$ cat src/design/yuv420_to_rgb888_pair_converter_defines.svh
// ----------------------------------------------------------------------------
// YUV 4:2:0 to RGB888 pair converter assertion macros
// Concurrent checks clocked on clk, disabled while arst_n is low.
// ----------------------------------------------------------------------------
`ifndef YUV420_TO_RGB888_PAIR_CONVERTER_DEFINES_SVH
`define YUV420_TO_RGB888_PAIR_CONVERTER_DEFINES_SVH

// cond implies outcome in the same cycle
`define YRGB_ASSERT_SAME(label, cond, outcome, msg) \
	label: assert property (@(posedge clk) disable iff (!arst_n) (cond) |-> (outcome)) \
		else $error(msg);

// cond implies outcome in the next cycle
`define YRGB_ASSERT_NEXT(label, cond, outcome, msg) \
	label: assert property (@(posedge clk) disable iff (!arst_n) (cond) |=> (outcome)) \
		else $error(msg);

`endif

$ cat src/design/yrgb_pkg.sv
// ----------------------------------------------------------------------------
// YUV to RGB pair converter package
// Payload types, matrix codes and fixed-point coefficient tables.
// ----------------------------------------------------------------------------
`timescale 1ns / 1ps
`default_nettype none

package yrgb_pkg;

	localparam int YRGB_COEFF_FRAC_BITS = 12;

	localparam int YRGB_MATRIX_COUNT = 3;
	localparam int YRGB_MATRIX_IDX_W = $clog2(YRGB_MATRIX_COUNT);

	typedef enum logic [1:0] {
		YRGB_MATRIX_JPEG      = 2'd0,
		YRGB_MATRIX_SMPTE170M = 2'd1,
		YRGB_MATRIX_REC709    = 2'd2
	} yrgb_matrix_t;

	localparam int YRGB_COEF_Y     = 0;
	localparam int YRGB_COEF_VR    = 1;
	localparam int YRGB_COEF_UG    = 2;
	localparam int YRGB_COEF_VG    = 3;
	localparam int YRGB_COEF_UB    = 4;
	localparam int YRGB_COEF_COUNT = 5;

	// thousandths: y, vr, ug, vg, ub
	localparam int YRGB_COEF_MILLI [YRGB_MATRIX_COUNT][YRGB_COEF_COUNT] = '{
		'{1000, 1402, -344, -714, 1772},
		'{1164, 1596, -392, -813, 2017},
		'{1164, 1793, -213, -533, 2112}
	};

	localparam int YRGB_LUMA_OFFSET [YRGB_MATRIX_COUNT] = '{0, 16, 16};

	typedef struct packed {
		logic [7:0] luma_first;
		logic [7:0] luma_second;
		logic [7:0] chroma_blue;
		logic [7:0] chroma_red;
	} yrgb_yuv_t;

	typedef struct packed {
		logic [7:0] red_first;
		logic [7:0] green_first;
		logic [7:0] blue_first;
		logic [7:0] red_second;
		logic [7:0] green_second;
		logic [7:0] blue_second;
	} yrgb_rgb_t;

	// round to nearest, ties away from zero
	function automatic int yrgb_to_fixed(input int milli, input int frac_bits);
		longint mag;
		longint q;
		mag = (milli < 0) ? -longint'(milli) : longint'(milli);
		q = (mag * (longint'(1) << frac_bits) + 500) / 1000;
		return (milli < 0) ? -int'(q) : int'(q);
	endfunction

endpackage

`default_nettype wire

$ cat src/design/yrgb_stream_if.sv
// ----------------------------------------------------------------------------
// YUV to RGB pair converter stream interfaces
// Valid/ready channels for the YUV input and the RGB result.
// ----------------------------------------------------------------------------
`timescale 1ns / 1ps
`default_nettype none

interface yrgb_yuv_if import yrgb_pkg::*; ();
	logic      valid;
	logic      ready;
	yrgb_yuv_t data;

	modport source (output valid, output data, input ready);
	modport sink (input valid, input data, output ready);
endinterface

interface yrgb_rgb_if import yrgb_pkg::*; ();
	logic      valid;
	logic      ready;
	yrgb_rgb_t data;

	modport source (output valid, output data, input ready);
	modport sink (input valid, input data, output ready);
endinterface

`default_nettype wire

$ cat src/design/yuv420_to_rgb888_pair_converter.sv
// ----------------------------------------------------------------------------
// YUV 4:2:0 to RGB888 pair converter
// Two luma samples and one shared Cb/Cr pair become two RGB888 pixels.
// ----------------------------------------------------------------------------
// Usage:
//   yuv  - valid/ready sink; one transfer carries two luma samples and the
//          chroma pair they share.
//   rgb  - valid/ready source; one transfer carries the two RGB888 pixels.
//   cfg_wr_en / cfg_wr_data - write matrix_select (0 JPEG full range,
//          1 SMPTE170M, 2 Rec709, 3 behaves as JPEG); write only while idle.
// Path: an input transfer is captured in the input register, then the
//   multiply, sum and clamp feed the result register that drives rgb.
// Throughput: one pixel pair per cycle while rgb is not held, set by the
//   two-stage pipeline; six coefficient multipliers work in parallel in one stage.
// Reset: arst_n clears both pipeline valids and sets the JPEG matrix.
// Stall: while rgb is held, the result register keeps its pixels, the input
//   register still fills, and yuv.ready drops once both stages are full.
// ----------------------------------------------------------------------------
`timescale 1ns / 1ps
`default_nettype none

`include "yuv420_to_rgb888_pair_converter_defines.svh"

module yuv420_to_rgb888_pair_converter
	import yrgb_pkg::*;
#(
	parameter int COEFF_FRAC_BITS = YRGB_COEFF_FRAC_BITS
) (
	input  wire logic       clk,
	input  wire logic       arst_n,
	input  wire logic       cfg_wr_en,
	input  wire logic [1:0] cfg_wr_data,
	yrgb_yuv_if.sink        yuv,
	yrgb_rgb_if.source      rgb
);

	localparam int COEF_W = COEFF_FRAC_BITS + 3;
	localparam int SAMP_W = 9;
	localparam int PROD_W = COEF_W + SAMP_W;
	localparam int SUM_W  = PROD_W + 2;

	logic signed [COEF_W-1:0] coef_tab [YRGB_MATRIX_COUNT][YRGB_COEF_COUNT];
	logic        [7:0]        ofs_tab  [YRGB_MATRIX_COUNT];

	for (genvar m = 0; m < YRGB_MATRIX_COUNT; m++) begin : g_matrix
		for (genvar c = 0; c < YRGB_COEF_COUNT; c++) begin : g_coef
			assign coef_tab[m][c] = COEF_W'(yrgb_to_fixed(YRGB_COEF_MILLI[m][c],
				COEFF_FRAC_BITS));
		end
		assign ofs_tab[m] = 8'(YRGB_LUMA_OFFSET[m]);
	end

	logic [1:0]                   matrix_select_q;
	logic [YRGB_MATRIX_IDX_W-1:0] sel_idx;

	logic                         valid_s1;
	logic [YRGB_MATRIX_IDX_W-1:0] sel_s1;
	logic signed [SAMP_W-1:0]     y_first_s1;
	logic signed [SAMP_W-1:0]     y_second_s1;
	logic signed [SAMP_W-1:0]     cb_s1;
	logic signed [SAMP_W-1:0]     cr_s1;

	logic                         valid_s2;
	yrgb_rgb_t                    rgb_s2;

	logic                         adv_s2;
	logic                         yuv_xfer;

	logic signed [PROD_W-1:0]     p_y_first;
	logic signed [PROD_W-1:0]     p_y_second;
	logic signed [PROD_W-1:0]     p_vr;
	logic signed [PROD_W-1:0]     p_ug;
	logic signed [PROD_W-1:0]     p_vg;
	logic signed [PROD_W-1:0]     p_ub;
	logic signed [SUM_W-1:0]      part_r;
	logic signed [SUM_W-1:0]      part_g;
	logic signed [SUM_W-1:0]      part_b;
	logic signed [SUM_W-1:0]      base_first;
	logic signed [SUM_W-1:0]      base_second;
	yrgb_rgb_t                    rgb_next;

	function automatic logic [7:0] clamp_channel(input logic signed [SUM_W-1:0] sum);
		logic [SUM_W-1:0] mag;
		mag = sum;
		if (sum[SUM_W-1]) begin
			return 8'h00;
		end else if (|mag[SUM_W-1:COEFF_FRAC_BITS+8]) begin
			return 8'hFF;
		end else begin
			return mag[COEFF_FRAC_BITS+7:COEFF_FRAC_BITS];
		end
	endfunction

	always_ff @(posedge clk or negedge arst_n) begin
		if (!arst_n) begin
			matrix_select_q <= YRGB_MATRIX_JPEG;
		end else if (cfg_wr_en) begin
			matrix_select_q <= cfg_wr_data;
		end
	end

	always_comb begin
		case (matrix_select_q)
			YRGB_MATRIX_JPEG:      sel_idx = YRGB_MATRIX_IDX_W'(0);
			YRGB_MATRIX_SMPTE170M: sel_idx = YRGB_MATRIX_IDX_W'(1);
			YRGB_MATRIX_REC709:    sel_idx = YRGB_MATRIX_IDX_W'(2);
			default:               sel_idx = YRGB_MATRIX_IDX_W'(0);
		endcase
	end

	assign adv_s2    = !valid_s2 || rgb.ready;
	assign yuv.ready = !valid_s1 || adv_s2;
	assign yuv_xfer  = yuv.valid && yuv.ready;

	always_ff @(posedge clk or negedge arst_n) begin
		if (!arst_n) begin
			valid_s1 <= 1'b0;
		end else if (yuv.ready) begin
			valid_s1 <= yuv.valid;
		end
	end

	always_ff @(posedge clk) begin
		if (yuv_xfer) begin
			sel_s1      <= sel_idx;
			y_first_s1  <= $signed({1'b0, yuv.data.luma_first} - {1'b0, ofs_tab[sel_idx]});
			y_second_s1 <= $signed({1'b0, yuv.data.luma_second} - {1'b0, ofs_tab[sel_idx]});
			cb_s1       <= $signed({~yuv.data.chroma_blue[7], ~yuv.data.chroma_blue[7],
				yuv.data.chroma_blue[6:0]});
			cr_s1       <= $signed({~yuv.data.chroma_red[7], ~yuv.data.chroma_red[7],
				yuv.data.chroma_red[6:0]});
		end
	end

	always_comb begin
		p_y_first   = PROD_W'(coef_tab[sel_s1][YRGB_COEF_Y]) * PROD_W'(y_first_s1);
		p_y_second  = PROD_W'(coef_tab[sel_s1][YRGB_COEF_Y]) * PROD_W'(y_second_s1);
		p_vr        = PROD_W'(coef_tab[sel_s1][YRGB_COEF_VR]) * PROD_W'(cr_s1);
		p_ug        = PROD_W'(coef_tab[sel_s1][YRGB_COEF_UG]) * PROD_W'(cb_s1);
		p_vg        = PROD_W'(coef_tab[sel_s1][YRGB_COEF_VG]) * PROD_W'(cr_s1);
		p_ub        = PROD_W'(coef_tab[sel_s1][YRGB_COEF_UB]) * PROD_W'(cb_s1);
		base_first  = SUM_W'(p_y_first);
		base_second = SUM_W'(p_y_second);
		part_r      = SUM_W'(p_vr);
		part_g      = SUM_W'(p_ug) + SUM_W'(p_vg);
		part_b      = SUM_W'(p_ub);

		rgb_next.red_first    = clamp_channel(base_first + part_r);
		rgb_next.green_first  = clamp_channel(base_first + part_g);
		rgb_next.blue_first   = clamp_channel(base_first + part_b);
		rgb_next.red_second   = clamp_channel(base_second + part_r);
		rgb_next.green_second = clamp_channel(base_second + part_g);
		rgb_next.blue_second  = clamp_channel(base_second + part_b);
	end

	always_ff @(posedge clk or negedge arst_n) begin
		if (!arst_n) begin
			valid_s2 <= 1'b0;
		end else if (adv_s2) begin
			valid_s2 <= valid_s1;
		end
	end

	always_ff @(posedge clk) begin
		if (adv_s2 && valid_s1) begin
			rgb_s2 <= rgb_next;
		end
	end

	assign rgb.valid = valid_s2;
	assign rgb.data  = rgb_s2;

	`YRGB_ASSERT_NEXT(a_input_fills_s1, yuv_xfer, valid_s1, "input transfer lost before s1")
	`YRGB_ASSERT_NEXT(a_s1_moves_to_s2, valid_s1 && adv_s2, rgb.valid, "s1 item not advanced")
	`YRGB_ASSERT_SAME(a_full_blocks_input, rgb.valid && !rgb.ready && valid_s1, !yuv.ready,
		"input accepted with both stages held")

endmodule

`default_nettype wire

$ cat src/flat_wrapper.sv
// flat-port wrapper written by rule: the top's interface ports become plain ports
module yuv420_to_rgb888_pair_converter_flat import yrgb_pkg::*;
#(
	parameter int COEFF_FRAC_BITS = YRGB_COEFF_FRAC_BITS
)
  (clk, arst_n, cfg_wr_en, cfg_wr_data, yuv_valid, yuv_data, yuv_ready, rgb_valid, rgb_data, rgb_ready);
  yrgb_yuv_if yuv_i ();
  yrgb_rgb_if rgb_i ();
  input  wire logic clk;
  input  wire logic arst_n;
  input  wire logic cfg_wr_en;
  input  wire logic [1:0] cfg_wr_data;
  input wire logic [$bits(yuv_i.valid)-1:0] yuv_valid;
  input wire logic [$bits(yuv_i.data)-1:0] yuv_data;
  output wire logic [$bits(yuv_i.ready)-1:0] yuv_ready;
  output wire logic [$bits(rgb_i.valid)-1:0] rgb_valid;
  output wire logic [$bits(rgb_i.data)-1:0] rgb_data;
  input wire logic [$bits(rgb_i.ready)-1:0] rgb_ready;
  assign yuv_i.valid = yuv_valid;
  assign yuv_i.data = yuv_data;
  assign yuv_ready = yuv_i.ready;
  assign rgb_valid = rgb_i.valid;
  assign rgb_data = rgb_i.data;
  assign rgb_i.ready = rgb_ready;
  yuv420_to_rgb888_pair_converter #(.COEFF_FRAC_BITS(COEFF_FRAC_BITS)) u_core (.clk(clk), .arst_n(arst_n), .cfg_wr_en(cfg_wr_en), .cfg_wr_data(cfg_wr_data), .yuv(yuv_i), .rgb(rgb_i));
endmodule
$ cat config.mk
export PLATFORM = sky130hd
export DESIGN_NAME = yuv420_to_rgb888_pair_converter_flat
export DESIGN_NICKNAME = d
export VERILOG_FILES = /design/src/design/yrgb_pkg.sv /design/src/design/yrgb_stream_if.sv /design/src/design/yuv420_to_rgb888_pair_converter.sv /design/src/flat_wrapper.sv
export VERILOG_INCLUDE_DIRS = /design/src /design/src/design
export SDC_FILE = /design/constraint.sdc
export NUM_CORES = 1
export LEC_CHECK = 0
export ABC_AREA = 1
export CAP_MARGIN = 10
export CORE_MARGIN = 5
export CORE_UTILIZATION = 30
export CTS_CLUSTER_SIZE = 16
export DETAILED_ROUTE_END_ITERATION = 7
export DONT_BUFFER_PORTS = 1
export HOLD_SLACK_MARGIN = 0.1
export PLACE_DENSITY_LB_ADDON = 0.12
export SYNTH_ARGS = -nofsm -noshare
export SYNTH_HDL_FRONTEND = slang
export SYNTH_SLANG_ARGS = --single-unit
$ cat constraint.sdc
create_clock -name clk -period 9.1 [get_ports clk]
set_input_delay 0.455 -clock clk [delete_from_list [all_inputs] [get_ports clk]]
set_output_delay 0.455 -clock clk [all_outputs]
set_load 0.1 [all_outputs]
==> summary.md <==
| Metric | Value |
|---|---|
| MaxCap Viol Count | 0 |
| CTS tree | done |
| Setup bufs post-CTS | 0 |
| Average wire per standard cell | 19.77 um |
| Fmax | 115.6 MHz |
| Slowest-stage cell, CP | fa_1 |
| Detailed Routing Iterations Pass 1 | 6 |
| Starting DRC count in detailed routing | 1,073 |
| Final #Nets | 3,899 |
| Fraction of layout cells with a size suffix above 1 | 3.328% |
| CP peak stage delay | 520 ps |
| Hold Fails Final Rpt | 0 |
| Hold Crit Class | primary input to register |
| Synth top area cells | fa_1, ha_1, inv_1 |
| Total clock buffers created by CTS | 9 |
| Clock latency on the worst-skew pair | 420 ps |
| Finish-stage setup viols | 0 |
| Row cnt | 106 |
| Area of the mapped netlist | 25,060 um2 |
| Syn_nets | 3,848 |
| Clock Tree Buf Depth | 2 |
| Status | complete, no violations |
| Area Overhead vs Synth | 8.392% |
| Mean area per synthesized cell | 8.247 um2 |
| Seq/Total Area, Yosys | 10.46% |
| Number of synthesized register bits | 88 |
| Clock Sinks | 88 |
| CP delay by family, top | adder cells |
| Die H | 299.0 um |
| H-tree levels | 3 |
| Worst path buffer plus inverter count | 7 |
| Core box area | 83,290 um2 |
| Final period util | 95.03% |
| Post-DP HPWL | 74.94 mm |
| RSZ-0062 raised after global routing | no |
| Port Buffer Count | 0 |
| Kind of critical path | register to register |
| Routability cong. | 0.9632 |
| DRC viols | 0 |
| Grt met3 use | 1.738% |
| Die width | 299.0 um |
| Post-layout util | 32.62% |
| Via density | 4.762 |
| GRT overflow | 0 |
| Async SR Flop Fraction | 4.545% |
| Most used cell along the critical path | fa_1 |
| Top cell type's share of synthesized area | 27.16% |
| Worst slew pin tran | 1086 ps |
| Leading area contributor after synthesis | fa_1 |
| Library cells used by synthesis | 51 |
| Initial antenna violation count | 3 |
| Max-slew headroom | 27.41% |
| Total track usage | 18.84% |
| DRT Wirelength | 82.54 mm |
| Number of global-route vias before repair | 21,470 |
| Vias post-DR | 19,890 |
| Global-route layer with the greatest usage | met2 |
| Post-Route Setup TNS | 0 ps |
| Final Max Slew Viols | 0 |
| Skew final | 18.06 ps |
| Initial Util | 30.09% |
| Critical Path Start Type | register |
| First-pass GRT wire length | 128.6 mm |
| Cells after synthesis | 3,039 |
| Critical Path End Type | register |
| Ys Warns | 0 |
| Pin count of the biggest net entering global routing | 49 |
| Arr. time, crit path | 8800 ps |
| Most common flop cell mapped by yosys | edfxtp_1 |
| IO Pins | 89 |
| Root buf cell | clkbuf_16 |
| Final min period | 8648 ps |
| Critical Path RT | 9250 ps |
| Final ANT Viol Nets | 0 |
| Total die area | 89,420 um2 |
| Worst-path maximum fanout | 11 |
| Clock slew at reported path FFs | 70 ps |
| Met2 GRT Util | 32.60% |
| Met1 usage | 25.59% |
| Post-synth EDFFs | 84 |
sequential cells by signal, indices dropped and copies added, names as in the netlist:
signal / count
u_core.valid_s1: 1
u_core.rgb.data: 48
u_core.y_first_s1: 9
u_core.y_second_s1: 9
u_core.cb_s1: 8
u_core.cr_s1: 8
u_core.matrix_select_q: 2
u_core.rgb.valid: 1
u_core.sel_s1: 2
synthesized netlist by cell type, types with 3 or more instances:
master and count:
nand4_1 26, nor3_1 28, nand2_1 434, dfrtp_1 4
a21oi_1 252, o31ai_1 9, nor2_1 170, a221oi_1 6
o21bai_1 22, nand3_2 5, a21boi_0 5, clkbuf_1 18
xor2_1 96, nand2_2 5, a31o_2 5, o21a_1 10
xnor2_1 60, and3_1 3, o21ai_1 10, o221ai_1 5
o21ai_0 81, a31oi_1 15, nand3_1 68, ha_1 430
inv_1 766, fa_1 340, nor4_1 8, a21o_1 20
edfxtp_1 84, o211ai_1 10, nor2_2 4, nor2_4 5
a211oi_1 6, nor3b_1 3
cells in the final DEF (no fill, tap or decap), types with 4 or more instances in the layout:
cell type      synthesis  layout
inv_1                766     765
nand2_1              434     434
ha_1                 430     427
fa_1                 340     340
a21oi_1              252     250
nor2_1               170     168
xor2_1                96      96
edfxtp_1              84      84
o21ai_0               81      80
nand3_1               68      68
xnor2_1               60      60
buf_4                  2      43
nor3_1                28      28
nand4_1               26      26
o21bai_1              22      22
a21o_1                20      20
dlygate4sd3_1          0      20
a31oi_1               15      15
o21ai_1               10      11
o21a_1                10      10
o211ai_1              10      10
o31ai_1                9       9
clkbuf_16              0       9
nor4_1                 8       8
a211oi_1               6       6
a221oi_1               6       6
nor2_2                 4       6
nor2_4                 5       5
a31o_2                 5       5
o221ai_1               5       5
nand3_2                5       5
nand2_2                5       5
a21boi_0               5       5
inv_6                  0       5
dfrtp_1                4       4
metal layers:
layer | vias up | wire length, um
met5 | - | 0
met4 | 0 | 1795
met3 | 72 | 2411
met2 | 382 | 39470
met1 | 9689 | 38860
li1 | 9742 | -
repair_timing:
action,4_1_cts,5_1_grt
endpoints found under the setup margin,0,16
hold buffers,20,0
resized for setup,0,8
endpoints found under the hold margin,23,0
layout make-up:
class                           count  area (um2)
Clock inverter                      7       58.81
Inverter                          769        2887
Tap cell                         1080        1351
Timing Repair Buffer               63       523.0
Sequential cell                    88        2623
Clock buffer                        9       225.2
Fill cell                        8819       56120
Multi-Input combinational cell   2159       19500
Antenna cell                        1       2.502
metrics by stage:
step	instances	hold WS (ps)	setup slack (ps)	cell area, um2
detailed placement	4139	159.5	221.3	26650
floorplan	3039	159.4	810.1	25060
global placement	4139	159.5	465.2	26650
global route	4175	110.2	5.762	27160
finish	4176	144.1	452.1	27170
CTS	4175	100.6	179.2	27140
cells by family after synthesis:
| logic type | after synthesis | synth area share, % |
|---|---|---|
| fa+ha+maj | 770 | 48.62 |
| compound gates | 461 | 10.41 |
| xor+xnor | 158 | 5.581 |
| other cells | 1 | 0.01496 |
| flops | 88 | 10.46 |
| buf+inv | 792 | 11.90 |
| simple gates | 769 | 13.00 |
worst reg2reg max path, delay by kind of cell (launching register included):
kind                       cells  cell delay (ps)
DFF                            1              390
AOI/OAI and AO/OA              6              970
adders and majority gates      9             4080
xor gates and xnor gates       2              410
buffers and inverters          7              780
and+or+nand+nor               10             1760
path summary, 6_finish.rpt:
path / cells after the start / endpoint / slack [ps] / start
max in group asynchronous: 1 / u_core.matrix_select_q[1]$_DFFE_PN0P_ / 8620 / arst_n
setup / recovery: 34 / u_core.rgb.data[12]$_SDFFCE_PP0P_ / 450 / u_core.sel_s1[0]$_DFFE_PP_
hold / removal: 0 / u_core.y_second_s1[3]$_DFFE_PP_ / 140 / yuv_data[19]
min in group asynchronous: 1 / u_core.rgb.valid$_DFFE_PN0P_ / 320 / arst_n
hold reg to reg: 2 / u_core.rgb.valid$_DFFE_PN0P_ / 540 / u_core.valid_s1$_DFFE_PN0N_
setup reg to reg: 34 / u_core.rgb.data[12]$_SDFFCE_PP0P_ / 450 / u_core.sel_s1[0]$_DFFE_PP_
Power is not shown: default switching activity piles up to over one toggle a cycle in this logic, so the estimate is an artifact.
